File: config.mk
export PLATFORM = sky130hd
export DESIGN_NAME = dc_blocking_filter
export DESIGN_NICKNAME = d
export VERILOG_FILES = /design/src/rtl/core/dcb_pkg.sv /design/src/rtl/core/dcb_calc.sv /design/src/rtl/core/dc_blocking_filter.sv
export SDC_FILE = /design/constraint.sdc
export NUM_CORES = 2
export LEC_CHECK = 0
export BUFFER_PORTS_ARGS = -buffer_cell sky130_fd_sc_hd__buf_2
export CAP_MARGIN = 20
export CORE_ASPECT_RATIO = 0.9
export CORE_MARGIN = 4
export CORE_UTILIZATION = 60
export CTS_CLUSTER_DIAMETER = 150
export DETAILED_ROUTE_END_ITERATION = 10
export PLACE_DENSITY = 0.77
export SLEW_MARGIN = 15
export SYNTH_ARGS = -nofsm -noshare
export SYNTH_HDL_FRONTEND = slang
export SYNTH_SLANG_ARGS = --single-unit
File: constraint.sdc
create_clock -name clk -period 40.1 [get_ports clk]
set_clock_uncertainty 0.05 [all_clocks]
set_input_delay 6.015 -clock clk [delete_from_list [all_inputs] [get_ports clk]]
set_output_delay 6.015 -clock clk [all_outputs]
set_load 0.1 [all_outputs]
File: src/rtl/core/dcb_pkg.sv
// ----------------------------------------------------------------------------
// dcb_pkg
// Shared types and constants of the DC blocking filter: transfer payloads,
// sample format codes and configuration register indexes.
// ----------------------------------------------------------------------------
package dcb_pkg;

    // Sample format codes (code 3 behaves as s32)
    localparam logic [1:0] FMT_S16 = 2'd0;
    localparam logic [1:0] FMT_S24 = 2'd1;
    localparam logic [1:0] FMT_S32 = 2'd2;

    // Configuration register indexes
    localparam int unsigned CFG_IDX_W = 3;
    localparam int unsigned CFG_DATA_W = 32;
    localparam logic [CFG_IDX_W-1:0] REG_FORMAT = 3'd0;
    localparam logic [CFG_IDX_W-1:0] REG_COEFF0 = 3'd1;
    localparam logic [CFG_IDX_W-1:0] REG_COEFF1 = 3'd2;
    localparam logic [CFG_IDX_W-1:0] REG_COEFF2 = 3'd3;
    localparam logic [CFG_IDX_W-1:0] REG_COEFF3 = 3'd4;

    // Reset values
    localparam logic [1:0]  FORMAT_RESET = FMT_S32;
    localparam logic [31:0] COEFF_RESET  = 32'h4000_0000;

    // Number of coefficient registers in the register map
    localparam int unsigned NUM_COEFFS = 4;

    typedef struct packed {
        logic [1:0]         chan;
        logic signed [31:0] sample_in;
    } in_item_t;

    typedef struct packed {
        logic [1:0]         chan_out;
        logic signed [31:0] sample_out;
    } out_item_t;

endpackage

File: src/rtl/core/dcb_calc.sv
// ----------------------------------------------------------------------------
// dcb_calc
// Filter datapath: y = x - x_prev + R*y_prev in Q1.31 with saturation and
// symmetric rounding, followed by conversion to the output sample format.
// ----------------------------------------------------------------------------
module dcb_calc (
    input  logic [1:0]         fmt,
    input  logic signed [31:0] x,
    input  logic signed [31:0] x_prev,
    input  logic signed [31:0] y_prev,
    input  logic signed [31:0] coeff,
    output logic signed [31:0] y,
    output logic signed [31:0] res
);
    import dcb_pkg::*;

    localparam logic [63:0] S64_MAX = 64'h7FFF_FFFF_FFFF_FFFF;
    localparam logic [63:0] S64_MIN = 64'h8000_0000_0000_0000;
    localparam logic [31:0] S32_MAX = 32'h7FFF_FFFF;
    localparam logic [31:0] S32_MIN = 32'h8000_0000;

    logic signed [32:0] diff;
    logic [63:0]        acc_d;
    logic signed [63:0] mult;
    logic [63:0]        prod;
    logic [64:0]        sum65;
    logic [63:0]        acc1;
    logic [63:0]        acc2;
    logic               neg;
    logic [63:0]        mag;
    logic [64:0]        rsum;
    logic [32:0]        rq;

    logic               neg_y;
    logic [31:0]        mag_y;
    logic [32:0]        rs16;
    logic [16:0]        rq16;
    logic [15:0]        res16;
    logic [32:0]        t24;
    logic [24:0]        v24;
    logic [23:0]        res24;

    // Difference term, scaled to the 64-bit accumulator
    assign diff  = {x[31], x} - {x_prev[31], x_prev};
    assign acc_d = {diff, 31'b0};

    // Doubled feedback product; only both operands at full negative scale overflow
    assign mult = coeff * y_prev;
    assign prod = (coeff == S32_MIN && y_prev == S32_MIN) ? S64_MAX : {mult[62:0], 1'b0};

    // Saturating add
    assign sum65 = {acc_d[63], acc_d} + {prod[63], prod};
    assign acc1  = (sum65[64] != sum65[63]) ? (sum65[64] ? S64_MIN : S64_MAX) : sum65[63:0];

    // Saturating double
    assign acc2 = (acc1[63] != acc1[62]) ? (acc1[63] ? S64_MIN : S64_MAX) : {acc1[62:0], 1'b0};

    // High word, rounded half away from zero, saturated
    assign neg  = acc2[63];
    assign mag  = neg ? (64'd0 - acc2) : acc2;
    assign rsum = {1'b0, mag} + 65'h0_8000_0000;
    assign rq   = rsum[64:32];

    always_comb
    begin
        if (neg)
            y = (rq > {1'b0, S32_MIN}) ? S32_MIN : (32'd0 - rq[31:0]);
        else
            y = (rq > {1'b0, S32_MAX}) ? S32_MAX : rq[31:0];
    end

    // s16: symmetric round, saturate
    assign neg_y = y[31];
    assign mag_y = neg_y ? (32'd0 - y) : y;
    assign rs16  = {1'b0, mag_y} + 33'h0_0000_8000;
    assign rq16  = rs16[32:16];

    always_comb
    begin
        if (neg_y)
            res16 = (rq16 > 17'h0_8000) ? 16'h8000 : (16'd0 - rq16[15:0]);
        else
            res16 = (rq16 > 17'h0_7FFF) ? 16'h7FFF : rq16[15:0];
    end

    // s24: round half up by floor shift, saturate
    assign t24   = {y[31], y} + 33'd128;
    assign v24   = t24[32:8];
    assign res24 = (v24[24] != v24[23]) ? (v24[24] ? 24'h80_0000 : 24'h7F_FFFF) : v24[23:0];

    // Output format select
    always_comb
    begin
        unique case (fmt)
            FMT_S16: res = {{16{res16[15]}}, res16};
            FMT_S24: res = {{8{res24[23]}}, res24};
            default: res = y;
        endcase
    end

endmodule

File: src/rtl/core/dc_blocking_filter.sv
// ----------------------------------------------------------------------------
// dc_blocking_filter
// First-order DC blocking IIR filter, y = x - x_prev + R*y_prev, with
// per-channel history and Q2.30 coefficients.
// ----------------------------------------------------------------------------
//  Channel   Direction  Handshake             Payload
//  in        sink       in_valid / in_stall   in_item   (chan, sample_in)
//  out       source     out_valid / out_stall out_item  (chan_out, sample_out)
//  cfg       sink       cfg_we                cfg_index, cfg_data
//
//  One transfer per cycle sustained while out_stall is low; a result passes
//  the input register, then multiply-add and rounding into the result
//  register, and is offered on out_valid from there. Channel history is
//  written as the item enters the result register, so the next sample of
//  the same channel sees it at once. Reset clears the history to zero and
//  loads the default configuration. in_stall rises only while both stages
//  are full and out_stall is high. Samples with a channel not below
//  NUM_CHANNELS are dropped on transfer.
// ----------------------------------------------------------------------------
module dc_blocking_filter #(
    parameter int NUM_CHANNELS = 4
) (
    input  logic                                 clk,
    input  logic                                 rst_n,
    input  logic                                 in_valid,
    output logic                                 in_stall,
    input  dcb_pkg::in_item_t                    in_item,
    output logic                                 out_valid,
    input  logic                                 out_stall,
    output dcb_pkg::out_item_t                   out_item,
    input  logic                                 cfg_we,
    input  logic [dcb_pkg::CFG_IDX_W-1:0]        cfg_index,
    input  logic [dcb_pkg::CFG_DATA_W-1:0]       cfg_data
);
    import dcb_pkg::*;

    localparam int CH_W = (NUM_CHANNELS > 1) ? $clog2(NUM_CHANNELS) : 1;
    localparam logic [2:0] NUM_CH_L = 3'(NUM_CHANNELS);

    // Configuration
    logic [1:0]  format_reg;
    logic [31:0] coeff_reg [NUM_COEFFS];

    // Channel history
    logic [31:0] prev_in_reg  [NUM_CHANNELS];
    logic [31:0] prev_out_reg [NUM_CHANNELS];

    // Input stage
    logic        s1_valid_reg;
    logic        s1_valid_next;
    logic [1:0]  s1_chan_reg;
    logic [31:0] s1_x_reg;

    // Result stage
    logic        out_valid_reg;
    logic        out_valid_next;
    out_item_t   out_item_reg;

    logic        in_xfer;
    logic        chan_ok;
    logic        advance;
    logic [31:0] x_aligned;
    logic [CH_W-1:0] rd_idx;
    logic signed [31:0] y_new;
    logic signed [31:0] res;

    // Configuration writes
    always_ff @(posedge clk or negedge rst_n)
    begin
        if (!rst_n)
        begin
            format_reg <= FORMAT_RESET;
            for (int i = 0; i < NUM_COEFFS; i++)
                coeff_reg[i] <= COEFF_RESET;
        end
        else if (cfg_we)
        begin
            unique case (cfg_index)
                REG_FORMAT: format_reg   <= cfg_data[1:0];
                REG_COEFF0: coeff_reg[0] <= cfg_data;
                REG_COEFF1: coeff_reg[1] <= cfg_data;
                REG_COEFF2: coeff_reg[2] <= cfg_data;
                REG_COEFF3: coeff_reg[3] <= cfg_data;
                default: ;
            endcase
        end
    end

    // Handshake
    assign advance  = s1_valid_reg && (!out_valid_reg || !out_stall);
    assign in_stall = s1_valid_reg && !advance;
    assign in_xfer  = in_valid && !in_stall;
    assign chan_ok  = {1'b0, in_item.chan} < NUM_CH_L;

    // Align the sample to Q1.31
    always_comb
    begin
        unique case (format_reg)
            FMT_S16: x_aligned = {in_item.sample_in[15:0], 16'b0};
            FMT_S24: x_aligned = {in_item.sample_in[23:0], 8'b0};
            default: x_aligned = in_item.sample_in;
        endcase
    end

    // Input stage control
    always_comb
    begin
        priority if (in_xfer && chan_ok)
            s1_valid_next = 1'b1;
        else if (advance)
            s1_valid_next = 1'b0;
        else
            s1_valid_next = s1_valid_reg;
    end

    always_ff @(posedge clk or negedge rst_n)
    begin
        if (!rst_n)
            s1_valid_reg <= 1'b0;
        else
            s1_valid_reg <= s1_valid_next;
    end

    always_ff @(posedge clk)
    begin
        if (in_xfer && chan_ok)
        begin
            s1_chan_reg <= in_item.chan;
            s1_x_reg    <= x_aligned;
        end
    end

    // Datapath
    assign rd_idx = s1_chan_reg[CH_W-1:0];

    dcb_calc u_calc (
        .fmt    (format_reg),
        .x      (s1_x_reg),
        .x_prev (prev_in_reg[rd_idx]),
        .y_prev (prev_out_reg[rd_idx]),
        .coeff  (coeff_reg[s1_chan_reg]),
        .y      (y_new),
        .res    (res)
    );

    // History update as the item moves on
    always_ff @(posedge clk or negedge rst_n)
    begin
        if (!rst_n)
        begin
            for (int i = 0; i < NUM_CHANNELS; i++)
            begin
                prev_in_reg[i]  <= '0;
                prev_out_reg[i] <= '0;
            end
        end
        else if (advance)
        begin
            prev_in_reg[rd_idx]  <= s1_x_reg;
            prev_out_reg[rd_idx] <= y_new;
        end
    end

    // Result stage
    always_comb
    begin
        priority if (advance)
            out_valid_next = 1'b1;
        else if (!out_stall)
            out_valid_next = 1'b0;
        else
            out_valid_next = out_valid_reg;
    end

    always_ff @(posedge clk or negedge rst_n)
    begin
        if (!rst_n)
            out_valid_reg <= 1'b0;
        else
            out_valid_reg <= out_valid_next;
    end

    always_ff @(posedge clk)
    begin
        if (advance)
        begin
            out_item_reg.chan_out   <= s1_chan_reg;
            out_item_reg.sample_out <= res;
        end
    end

    assign out_valid = out_valid_reg;
    assign out_item  = out_item_reg;

endmodule

# Word level (Yosys, flattened, before mapping)

Index checks and enable logic that the tools add are counted.

Register bits after elaboration: 456
Output and inout port bits: 36
Word-level logic and storage cells: 99
Input bits: 74

Bitwise logic cells: 1
Reduce and logical (&&, ||, !) cells: 18
$lt $le $gt $ge: 6
Multiplexer cells: 34
Add/subtract/negate cells: 9
Multiply operators: 1
Eq/ne operators: 11

Operators by type and width:

| cell                   | count |
|---|---|
| $mux 64                | 6 |
| $mux 32                | 11 |
| $bwmux 128             | 2 |
| $bmux 32 s2            | 3 |
| $pmux 32 s2            | 2 |
| $add 64x32->65 const B | 1 |
| $add 64x64->65         | 1 |
| $demux 32 s2           | 1 |
| $eq 32x32->1 const B   | 2 |
| $sub 1x32->32 const A  | 2 |
| $sub 1x64->64 const A  | 1 |
| $mul 32x32->63         | 1 |
| $mux 16                | 3 |
| $mux 24                | 2 |
| $add 32x16->33 const B | 1 |
| $add 32x9->33 const B  | 1 |
| $gt 33x31->1 const B   | 1 |
| $gt 33x32->1 const B   | 1 |
| $sub 32x32->33         | 1 |
| $gt 17x15->1 const B   | 1 |
| $gt 17x16->1 const B   | 1 |
| $sub 1x16->16 const A  | 1 |
| $reduce_and 2->1       | 5 |
| $eq 3x2->1 const B     | 2 |
| other kinds (15)       | 27 |

# Logic depth before layout (Yosys ltp)

Depth in word-level cells: 25
Depth in mapped cells: 122
Gate-level depth less buffers: 100

# Hierarchy

A second synthesis with hierarchy kept.

Cell total of the unflattened synthesis: 6,920
Area, all modules: 67,756.2 µm²

By module, submodules not included:

| module             | area an instance (µm²) | cells an instance | sequential area each (µm²) | times used |
|---|---|---|---|---|
| dcb_calc           | 48,336.4               | 5,814             | 0.0                        | 1 |
| dc_blocking_filter | 19,419.9               | 1,106             | 11,757.5                   | 1 |

# Worst setup path before layout

No wires, ideal clock.

Kind: register to register
Start point: register s1_chan_reg[1] (netlist: rd_idx[1])
End point: register out_item_reg (netlist bit out_item[22]) (data pin)
Buffers on the path: 26
Library setup time: 0.262 ns
Path slack: 13.356 ns
Stages on the path, launching flop included: 115
Data required time: 39.788 ns
Period minus slack after synthesis: 26.744 ns
Data arrival time: 26.432 ns
Cells stage by stage: edfxtp_1 buf_2 buf_1 buf_1 clkbuf_1 buf_1 clkbuf_1 mux2i_1 nand2_1 o21ai_1 clkbuf_1 nor2_1 fa_1 fa_1 fa_1 inv_1 fa_1 inv_1 [79 not listed] buf_2 buf_2 buf_1 a31oi_1 o21ai_0 ha_1 clkbuf_1 nand3_1 nor4_1 a211oi_4 a2111oi_4 nand2_1 xor2_1 nand4b_1 or4_1 nand4_2 buf_6 nand3_1

Word-level cells in the longest chain between the ends: 25
Elaborated cells between the ends (all ways): 46
Classes of those cells: add/sub (9); mul (1); order compare (4); eq/ne (5); mux (25); bitwise (1); reduce/logical (1)

RTL lines:

| item                                                   | RTL line                                                                        | source |
|---|---|---|
| start: declaration                                     | dc_blocking_filter.sv:51                                                        | `logic [1:0] s1_chan_reg;` |
| start signal: assignment                               | dc_blocking_filter.sv:128                                                       | `s1_chan_reg <= in_item.chan;` |
| $not 2->3 (implied by the code) (*)                    | dc_blocking_filter.sv:139, dc_blocking_filter.sv:140, dc_blocking_filter.sv:141 |  |
| branches (longest 6 deep; another with $mul 32x32->63) | n/a                                                                             |  |
| $add 64x64->65 (*)                                     | dcb_calc.sv:52                                                                  | `assign sum65 = {acc_d[63], acc_d} + {prod[63], prod};` |
| $mux 64 / $ne 1x1->1 (equally long branches)           | dcb_calc.sv:53                                                                  | `assign acc1 = (sum65[64] != sum65[63]) ? (sum65[64] ? S64_MIN : S64_MAX) : sum65[63:0];` |
| $mux 64 (*)                                            | dcb_calc.sv:53                                                                  |  |
| $mux 64 / $ne 1x1->1 (equally long branches)           | dcb_calc.sv:56                                                                  | `assign acc2 = (acc1[63] != acc1[62]) ? (acc1[63] ? S64_MIN : S64_MAX) : {acc1[62:0], 1'b0};` |
| $mux 64 (*)                                            | dcb_calc.sv:56                                                                  |  |
| $sub 1x64->64                                          | dcb_calc.sv:60                                                                  | `assign mag = neg ? (64'd0 - acc2) : acc2;` |
| [5 not listed]                                         | n/a                                                                             |  |
| $sub 1x32->32                                          | dcb_calc.sv:74                                                                  | `assign mag_y = neg_y ? (32'd0 - y) : y;` |
| $mux 32                                                | dcb_calc.sv:74                                                                  |  |
| $add 32x16->33                                         | dcb_calc.sv:75                                                                  | `assign rs16 = {1'b0, mag_y} + 33'h0_0000_8000;` |
| $sub 1x16->16, or another cell as far along            | dcb_calc.sv:81                                                                  | `res16 = (rq16 > 17'h0_8000) ? 16'h8000 : (16'd0 - rq16[15:0]);` |
| $mux 16 (on tied branches)                             | dcb_calc.sv:81, dcb_calc.sv:83                                                  |  |
| $mux 16                                                | dcb_calc.sv:80                                                                  | `if (neg_y)` |
| $pmux 32 s2 (*)                                        | dcb_calc.sv:94                                                                  | `unique case (fmt)` |
| via res[22]                                            | dc_blocking_filter.sv:65                                                        | `logic signed [31:0] res;` |
| end: declaration                                       | dc_blocking_filter.sv:57                                                        | `out_item_t out_item_reg;` |

Mark *: on every way through the listed nets, which the timed path passes. The select of a mux whose other input is x is not followed.
A chain may end at the register's enable or synchronous reset.

# Worst setup path in the final report

Start point: register s1_chan_reg[0] (netlist: rd_idx[0])
End point: register out_item_reg (netlist bit out_item[4]) (data pin)

The elaborated chain is that of the path after synthesis.

==> run summary <==
## Die
• Die Area: 0.118 mm²
• # rows: 116
• effective utilization at floorplan: 0.607
• core box area: 0.112 mm²
• die width: 362 µm
• number of primary I/O pins: 110
• Die Height: 327 µm

## CTS
• clock transition at the registers of the reported paths: 60 ps
• count of cells resized by post-cts repair: 0
• CTS Hold Buffers Added: 0
• clock latency of the later-clocked register in the worst-skew pair: 640 ps
• clock root buffer: sky130_fd_sc_hd__clkbuf_16
• number of buffers between clock root and the deepest sink: 3
• total CTS buffers: 50
• Post-CTS Repair Setup Buffers: 0
• sinks on the clock net: 456
• CTS tree: yes
• H-tree depth reported by CTS: 2

## Timing
• Final Hold Violating Endpoints: 0
• setup repair after global routing missed its margin: no
• final setup fails: 0
• Total Neg Setup Slack: 0 ps
• count of pins over their slew limit: 0
• slew margin rel.: 0.197
• fin crit period: 30060 ps
• final critical-path share of the clock period: 0.750
• worst-margin pin slew: 1200 ps
• highest clock frequency the design can meet: 0.0333 GHz

## Setup path
• Largest stage delay, worst path: 1060 ps
• kind of critical path: reg2reg
• CP top delay family: compound AO/OA/AOI/OAI gates
• required time reported for the critical path endpoint: 40520 ps
• arrival time worst endpoint: 30470 ps
• kind of start point of the critical path: flip-flop
• highest net fanout along the worst path: 97
• buffers and inverters on the worst path: 13
• cell with the largest stage delay on the worst path: sky130_fd_sc_hd__o211ai_1
• Worst setup EP type: flip-flop

## Place
• placed wire-length estimate: 177 mm
• count of input and output buffers: 109
• RD Place Congestion: 1.05

## Logic synthesis
• average footprint of a synthesized cell: 9.17 µm²
• count of flip-flops with a built-in enable after synthesis: 68
• Synth Flop Type: sky130_fd_sc_hd__dfrtp_1
• mux contribution to synthesized area: 0.0951
• number of register bits inferred by synthesis: 456
• fraction of registers with async set/reset: 0.851
• number of warnings printed during yosys synthesis: 0
• post-synthesis cell type count: 114
• number of standard cells after synthesis: 7386
• post-synthesis simple-gate area fraction: 0.160
• post-synthesis adder-cell area fraction: 0.365
• fraction of the yosys area taken by sequential cells: 0.174
• xor and xnor fraction of the mapped netlist area: 0.0250
• Synth Area in Compound Gates: 0.0949
• post-synthesis instance area: 0.0677 mm²
• combinational family with the most area after synthesis: adder cells
• Net Count, Synth: 8793

## Global route
• number of antenna violations at the first check in global routing: 10
• gr ovfl total: 0
• pin count of the biggest net entering global routing: 98
• All-Layer GR Usage: 0.396
• number of global-route vias before repair: 58000
• global-route wire length before repair: 356 mm

## Final layout
• # fillers: 9044
• nets@finish: 8698
• synth-to-layout area growth: 5.74%
• proportion of layout cells with a drive suffix above 1: 0.113

## Drt
• total via count in the routed design: 56800
• aggregate routed wire length: 233 mm
• antenna viol nets, final: 0
• count of routing violations after the opening detailed-route iteration: 6522
• average vias per placed instance: 6.44
• DR DRC count: 0
• number of iterations in the first detailed-routing pass: 8
• average wire length per cell after detail routing: 26.4 µm

## Run
• # Max-Cap Violations: 0

## Hold path
• Hold/Removal Path Class: reg2reg

## Status
• outcome: finished, final reports clean

==> stage by stage <==
| stage | cells | setup slack, ps | utilization | instance area [µm²] | hold WS, ps |
|---|---|---|---|---|---|
| 6_report | 8817 | 10040 | 0.642 | 71600 | 428 |
| 5_1_grt | 8807 | 7890 | 0.642 | 71600 | 448 |
| 4_1_cts | 8801 | 10540 | 0.641 | 71500 | 430 |
| 3_5_place_dp | 8709 | 10600 | 0.625 | 69700 | 413 |
| 3_3_place_gp | 8709 | 11480 | 0.625 | 69700 | 403 |
| 2_1_floorplan | 7386 | 13360 | - | 67700 | 391 |
==> kinds of logic after synthesis <==
kind of cell	count (synthesis)
multiplexers	487
XOR/XNOR	193
AND/OR/NAND/NOR	2408
AO/OA/AOI/OAI	971
adder cells (fa/ha/maj)	1333
buffers and inverters	1538
flip-flops	456
==> cell type report <==
type	count	area (µm²)	area share
clock buffer	72	1530	0.0213
clock inverter	20	289	0.00404
sequential	456	11800	0.164
multi-input combinational	5392	50200	0.702
antenna	11	27.5	0.000384
inverter	1148	4310	0.0602
tap	1475	1850	0.0258
timing repair buffer	243	1620	0.0226
==> cell usage after synthesis (38+ instances only) <==
cell type | number | area share
sky130_fd_sc_hd__edfxtp_1 | 68 | 0.030
sky130_fd_sc_hd__a21o_1 | 42 | 0.0047
sky130_fd_sc_hd__fa_1 | 1075 | 0.32
sky130_fd_sc_hd__inv_1 | 1142 | 0.063
sky130_fd_sc_hd__nor4_1 | 55 | 0.0051
sky130_fd_sc_hd__mux2i_1 | 90 | 0.013
sky130_fd_sc_hd__a31oi_1 | 38 | 0.0035
sky130_fd_sc_hd__clkbuf_1 | 314 | 0.017
sky130_fd_sc_hd__and3_1 | 41 | 0.0038
sky130_fd_sc_hd__nor2_1 | 668 | 0.037
sky130_fd_sc_hd__nand3_1 | 107 | 0.0079
sky130_fd_sc_hd__nor3_1 | 98 | 0.0072
sky130_fd_sc_hd__nand2_1 | 1056 | 0.059
sky130_fd_sc_hd__o21ai_0 | 282 | 0.021
sky130_fd_sc_hd__xor2_1 | 47 | 0.0061
sky130_fd_sc_hd__xnor2_1 | 146 | 0.019
sky130_fd_sc_hd__mux4_2 | 95 | 0.032
sky130_fd_sc_hd__mux2_2 | 301 | 0.050
sky130_fd_sc_hd__o21ai_1 | 48 | 0.0035
sky130_fd_sc_hd__a21oi_1 | 171 | 0.013
sky130_fd_sc_hd__ha_1 | 258 | 0.048
sky130_fd_sc_hd__nand4_1 | 61 | 0.0056
sky130_fd_sc_hd__dfrtp_1 | 383 | 0.14
sky130_fd_sc_hd__and2_1 | 101 | 0.0093
==> routing by layer <==
| layer | vias up | wire length, µm | part of all wire | GRT usage |
|---|---|---|---|---|
| li1 | 23800 | - | - | - |
| met1 | 28500 | 88200 | 0.38 | 0.537 |
| met2 | 3675 | 98400 | 0.42 | 0.572 |
| met3 | 761 | 32000 | 0.14 | 0.137 |
| met4 | 4 | 14200 | 0.061 | 0.191 |
| met5 | - | 187 | 0.00080 | 0.0106 |
==> worst reg2reg max path, delay by kind of cell (launching register included) <==
family,cells,cell delay [ps]
compound gates,48,12360
fa+ha+maj,14,5880
buf+inv,13,4350
flops,1,370
mux,1,390
simple gates,24,6550
==> worst paths after layout <==
kind / slack, ps / depth (start not counted) / start / endpoint
setup / recovery: 10040 / 100 / rd_idx[0] / out_item[4]
hold / removal: 430 / 2 / prev_in_reg[103] / prev_in_reg[103]
setup reg to reg: 10040 / 100 / rd_idx[0] / out_item[4]
hold reg to reg: 430 / 2 / prev_in_reg[103] / prev_in_reg[103]
max in group asynchronous: 32350 / 3 / rst_n / coeff_reg[51]
min in group asynchronous: 5330 / 1 / rst_n / prev_in_reg[31]
==> cells in the final DEF (no fill, tap or decap), drive strengths merged, types with 171 or more instances in the layout <==
| cell type | netlist | routed |
|---|---|---|
| mux2 | 302 | 302 |
| dfrtp | 383 | 383 |
| ha | 258 | 258 |
| o21ai | 330 | 330 |
| nand2 | 1057 | 1057 |
| a21oi | 171 | 171 |
| fa | 1075 | 1075 |
| nor2 | 670 | 670 |
| inv | 1145 | 1152 |
| buf | 76 | 242 |
Power is left out: the tool's default activity adds up to more than one toggle a clock period on the data nets, which glitch-free logic cannot reach.
